[src/hw/rtl/mct_pkg.sv]
// Shared types and constants for the masked code table.
package mct_pkg;

    localparam int POS_W   = 16;
    localparam int VAL_W   = 32;
    localparam int IDX_W   = 10;
    localparam int ACT_W   = 2;

    localparam logic [ACT_W-1:0] ACT_WRITE  = 2'd0;
    localparam logic [ACT_W-1:0] ACT_READ   = 2'd1;
    localparam logic [ACT_W-1:0] ACT_SEARCH = 2'd2;
    localparam logic [ACT_W-1:0] ACT_ERASE  = 2'd3;

    typedef struct packed {
        logic [ACT_W-1:0] action;
        logic [POS_W-1:0] position;
        logic [VAL_W-1:0] code_value;
        logic [VAL_W-1:0] match_mask;
    } mct_req_t;

    typedef struct packed {
        logic             status;
        logic [IDX_W-1:0] found_index;
        logic [VAL_W-1:0] read_code;
    } mct_rsp_t;

    // Controller to datapath
    typedef struct packed {
        logic load_req;
        logic write_req;
        logic rd_pos;
        logic clr_cnt;
        logic scan_issue;
        logic scan_capture;
        logic sweep;
        logic load_out;
    } mct_cmd_t;

    // Datapath to controller
    typedef struct packed {
        logic [ACT_W-1:0] action;
        logic             in_range;
        logic             scan_done;
        logic             sweep_last;
        logic             rsp_busy;
    } mct_sts_t;

endpackage

[src/hw/rtl/mct_ctrl.sv]
// Controller of the masked code table: sequences clearing, requests and responses.
module mct_ctrl (
    input  logic              clk,
    input  logic              rst_n,
    input  logic              req_valid,
    output logic              req_stall,
    input  mct_pkg::mct_sts_t sts,
    output mct_pkg::mct_cmd_t cmd
);
    import mct_pkg::*;

    typedef enum logic [2:0] {
        ST_CLEAR,
        ST_IDLE,
        ST_START,
        ST_READ_WAIT,
        ST_SCAN,
        ST_ERASE,
        ST_DONE
    } state_t;

    state_t state_reg;
    state_t state_next;

    always_comb
    begin
        state_next = state_reg;
        cmd        = '0;
        unique case (state_reg)
            ST_CLEAR:
            begin
                cmd.sweep = 1'b1;
                if (sts.sweep_last)
                begin
                    state_next = ST_IDLE;
                end
            end
            ST_IDLE:
            begin
                if (req_valid)
                begin
                    cmd.load_req = 1'b1;
                    state_next   = ST_START;
                end
            end
            ST_START:
            begin
                unique case (sts.action)
                    ACT_WRITE:
                    begin
                        cmd.write_req = sts.in_range;
                        state_next    = ST_DONE;
                    end
                    ACT_READ:
                    begin
                        cmd.rd_pos = sts.in_range;
                        state_next = sts.in_range ? ST_READ_WAIT : ST_DONE;
                    end
                    ACT_SEARCH:
                    begin
                        cmd.clr_cnt = 1'b1;
                        state_next  = ST_SCAN;
                    end
                    ACT_ERASE:
                    begin
                        cmd.clr_cnt = 1'b1;
                        state_next  = ST_ERASE;
                    end
                    default:
                    begin
                        state_next = ST_DONE;
                    end
                endcase
            end
            ST_READ_WAIT:
            begin
                state_next = ST_DONE;
            end
            ST_SCAN:
            begin
                // stop issuing once the first hit or the last entry is compared
                if (sts.scan_done)
                begin
                    cmd.scan_capture = 1'b1;
                    state_next       = ST_DONE;
                end
                else
                begin
                    cmd.scan_issue = 1'b1;
                end
            end
            ST_ERASE:
            begin
                cmd.sweep = 1'b1;
                if (sts.sweep_last)
                begin
                    state_next = ST_DONE;
                end
            end
            ST_DONE:
            begin
                if (!sts.rsp_busy)
                begin
                    cmd.load_out = 1'b1;
                    state_next   = ST_IDLE;
                end
            end
            default:
            begin
                state_next = ST_IDLE;
            end
        endcase
    end

    always_ff @(posedge clk or negedge rst_n)
    begin
        if (!rst_n)
        begin
            state_reg <= ST_CLEAR;
        end
        else
        begin
            state_reg <= state_next;
        end
    end

    assign req_stall = state_reg != ST_IDLE;

`ifndef NO_ASSERTIONS
    a_no_load_busy: assert property (@(posedge clk) disable iff (!rst_n)
        !(cmd.load_out && sts.rsp_busy))
        else $error("response loaded over a stalled one");

    a_one_writer: assert property (@(posedge clk) disable iff (!rst_n)
        !(cmd.write_req && cmd.sweep))
        else $error("write port driven twice");

    a_accept_then_start: assert property (@(posedge clk) disable iff (!rst_n)
        (req_valid && !req_stall) |=> (state_reg == ST_START))
        else $error("accepted request not started");
`endif

endmodule

[config.mk]
export PLATFORM = sky130hd
export DESIGN_NAME = mct_ctrl
export DESIGN_NICKNAME = d
export VERILOG_FILES = /design/src/hw/rtl/mct_pkg.sv /design/src/hw/rtl/mct_ctrl.sv
export SDC_FILE = /design/constraint.sdc
export NUM_CORES = 1
export LEC_CHECK = 0
export BUFFER_PORTS_ARGS = -buffer_cell sky130_fd_sc_hd__buf_2
export CORE_AREA = 2 2 39 41
export CTS_CLUSTER_DIAMETER = 200
export CTS_CLUSTER_SIZE = 25
export DETAILED_ROUTE_END_ITERATION = 8
export DIE_AREA = 0 0 41 43
export GPL_ROUTABILITY_DRIVEN = 1
export SYNTH_ARGS = -nofsm -noshare
export SYNTH_HDL_FRONTEND = slang
export SYNTH_SLANG_ARGS = --single-unit
export TNS_END_PERCENT = 5
[constraint.sdc]
create_clock -name clk -period 1.3 [get_ports clk]
set_input_delay 0.26 -clock clk [delete_from_list [all_inputs] [get_ports clk]]
set_output_delay 0.26 -clock clk [all_outputs]
set_load 0.02 [all_outputs]
==> After elaboration in Yosys (flattened, before gate mapping) <==
Index checks and enable logic that the tools add are counted.
{ "totals": {"regBits": 3, "out_inout_bits": 9} }
{ "op_classes": {"muxes": 20, "reduce_logical": 5, "n_eq_ne": 15} }
{ "op_table": {"columns": ["op", "count"], "rows": [
  ["2-to-1 mux 3 bit", 7],
  ["case mux 3 bit (7 select lines)", 1],
  ["case mux 3 bit (4 select lines)", 1],
  ["2-to-1 mux 1 bit", 10],
  ["!= test 2 bit (second input constant)", 5],
  ["== test 3 bit (second input constant)", 3],
  ["== test 3 x 2 -> 1 bit (second input constant)", 2],
  ["AND reduction 5 bit", 1],
  ["== test 2 bit (second input constant)", 2],
  ["OR reduction 2 bit", 2],
  ["== test 3 x 1 -> 1 bit (second input constant)", 1],
  ["zero test 3 bit", 1],
  ["!= test 3 x 1 -> 1 bit (second input constant)", 1],
  ["== test 2 x 1 -> 1 bit (second input constant)", 1],
  ["zero test 2 bit", 1],
  ["2-to-1 mux 2 bit", 1]
]} }

==> Longest topological paths before layout <==
{ "logic_depth": {"word_depth": 4, "mapped_depth": 4, "mapped_depth_nobuf": 3} }

==> Least setup slack after synthesis <==
Ideal clock, no wire load.
{ "synth_timing": {"path_kind": "register to output", "startpoint": "register state_reg[0]", "endpoint": "output port cmd[0] (netlist bit)", "setup_slack_ns": -0.317, "required_ns": 1.040, "path_stages_with_launch": 3, "path_buffers": 1, "arrival_time_ns": 1.357, "path_cell_list": "dfrtp_1 -> buf_2 -> nor4b_1"} }
{ "synth_lines": {"columns": ["item", "line", "rtl"], "rows": [
  ["start: declaration", "mct_ctrl.sv:22", "state_t state_reg;"],
  ["start signal: assignment", "mct_ctrl.sv:123", "state_reg <= state_next;"],
  ["end: declaration", "mct_ctrl.sv:8", "output mct_pkg::mct_cmd_t cmd"]
]} }

==> results.tsv <==
metric	value	unit
H-Tree Depth	1	
count of final max-slew check failures	0	
critical-path cell with the highest stage delay	dfrtp_2	
GRT Overall Usage	11.7	%
Unique masters post-synth	25	
outcome	finished with violations	
1st-pass router iterations	3	
Bufs and invs on worst path	1	
RSZ-0062 raised after global routing	yes	
Clock Skews	0.0460	ps
Critical Path Max Stage Delay	440	ps
FMAX	673	MHz
clk slew on worst S/H paths	40	ps
Die Width	41	um
Placeable Area	1380	um2
drt drc	0	
crit start category	flop	
met3 Resource Use GR	3.14	%
met1 usage	16.8	%
Syn Std Cell Area	332	um2
leak pwr	0.314	nW
kind of critical path	reg -> out	
IO buf count	17	
TNS Setup	-1380	ps
global-route met2 utilization	16.3	%
Yosys warnings	0	
CP cell instances	nor3b_2 -> and4bb_1 -> buf_4	
# fillers	143	
hpwl dp	658	um
antenna-violating nets left	0	
Die Y	43	um
Syn-to-layout area delta	98.9	%
I/O pin cnt	18	
Rows	14	
register area share after synthesis	22.6	%
measured slew at the worst slew-check pin	201	ps
Ant. Diodes	0	
final RePlAce weighted congestion	0.764	
CP required	1040	ps
Tot Pwr	0.00154	W
commonest non-fill, non-tap cells in the layout	buf_4 (15), buf_6 (9), buf_2 (8), o21ai_0 (4)	
violated checks	setup timing	
global routing's busiest layer	met1	
Mean Syn Cell Area	8.50	um2
pin count of the biggest net entering global routing	9	
vias per cell	4.55	
grt ovf	0	
vias in the first global route	356	
via count	405	
max FFs per register	3	
fin nets	83	
Synth Instances	39	
Worst-Skew Late Latency	230	ps
HP Class	in -> async	
fin crit period	1490	ps
Post-Route WL	933	um
first-pass GRT wire length	1430	um
CTS tree	yes	
clock sinks	3	
Max VDD drop	0.740	mV
Worst setup EP type	output port	
Critical Path AT	1230	ps
Final Cycle Share	114	%
CP delay by family, top	flip-flops	
final core occ	47.6	%
commonest non-fill, non-tap cell in the layout	buf_4	
slew margin rel.	86.6	%
WL per Instance	10.5	um
Max Buffers Root-to-Sink	2	
Starting Density	24.0	%
register bit total from synthesis	3	
Net Count, Synth	48	
layout cells sized above 1	63.0	%
PnR worst setup slack	-186	ps
DIE AREA	1760	um2
Power per Cell Area	2330	nW/um2
First DRT Iteration DRCs	11	
clock buffer count from CTS	3	
final setup fails	10	
Root Buffer	clkbuf_4	
crit-path max FO	5	
r2r setup slk	-20	ps
Final Hold Viols	0	
max-cap violations	0	
initial antenna violation count	0	
-- cell usage after synthesis, drive strengths merged --
| library cell | number | share of area [%] |
|---|---|---|
| or3 | 1 | 1.9 |
| nor4b | 2 | 5.3 |
| nor2 | 3 | 3.4 |
| a32o | 1 | 3.4 |
| buf | 3 | 7.2 |
| dfrtp | 3 | 23 |
| nor2b | 3 | 5.7 |
| nand2 | 1 | 1.1 |
| a22oi | 1 | 3.8 |
| and3 | 2 | 3.8 |
| xor2 | 1 | 2.6 |
| nor3b | 1 | 3.8 |
| nand3b | 2 | 4.5 |
| o311a | 1 | 3.0 |
| nor4 | 1 | 1.9 |
| and2 | 1 | 1.9 |
| o211ai | 1 | 2.3 |
| o21ai | 4 | 6.0 |
| inv | 2 | 2.3 |
| mux2i | 2 | 6.0 |
| nand3 | 1 | 1.5 |
| and4bb | 1 | 3.8 |
| a21boi | 1 | 2.3 |
-- layer usage --
metal | share of wire, % | routed length [um]
met4 | 0 | 0
met5 | 0 | 0
met3 | 5.4 | 50
met2 | 49 | 453
met1 | 46 | 429
-- worst paths after layout --
check / startpoint / cells after the start / to
min in group clk: sts[0] / 4 / state_reg[1]
hold reg to reg: state_reg[2] / 1 / state_reg[1]
max in group asynchronous: rst_n / 2 / state_reg[1]
setup reg to reg: state_reg[2] / 5 / state_reg[0]
setup / recovery: state_reg[2] / 3 / cmd[6]
hold / removal: rst_n / 2 / state_reg[0]
-- repair_timing --
item	4_1_cts	5_1_grt
cloned	0	0
setup endpoints to repair	11	11
resized for setup	15	12
setup buffers	6	0
hold buffers	1	0
pin swaps	6	1
hold endpoints to repair	3	0
-- stage by stage --
step / instances / hold slack [ps] / cell area, um2 / setup WS, ps
finish: 89 / 355 / 659 / -186
global route: 89 / 346 / 659 / -262
CTS: 89 / 346 / 616 / -203
detailed placement: 78 / 60.7 / 499 / -75.0
global placement: 78 / 59.0 / 499 / -64.1
floorplan: 39 / -35.6 / 350 / -59.7
-- kinds of logic after synthesis --
family | share of synthesized area (%)
compound gates | 20.8
xor+xnor | 2.64
buf+inv | 9.43
flops | 22.6
mux | 6.04
simple gates | 38.5
-- area by class of cell --
type / count / area (um2) / share of cell area [%]
repair buffers: 33 / 264 / 40.0
multi-input cells: 31 / 263 / 39.8
flip-flops and latches: 3 / 78.8 / 12.0
clock buffers: 4 / 26.3 / 3.98
well taps: 16 / 20.0 / 3.04
inverters: 2 / 7.51 / 1.14
-- worst reg2reg max path, delay by kind of cell (launching register included) --
family | cells | cell delay, ps
compound gates | 2 | 360
buf+inv | 2 | 240
flops | 1 | 440
mux | 1 | 160
-- power by group --
| part | internal (W) | switching [W] |
|---|---|---|
| clock | 0.000115 | 0.0000472 |
| sequential | 0.000154 | 0.0000937 |
| combinational | 0.000647 | 0.000480 |
| total | 0.000915 | 0.000621 |
(Power assumes the default switching activity.)
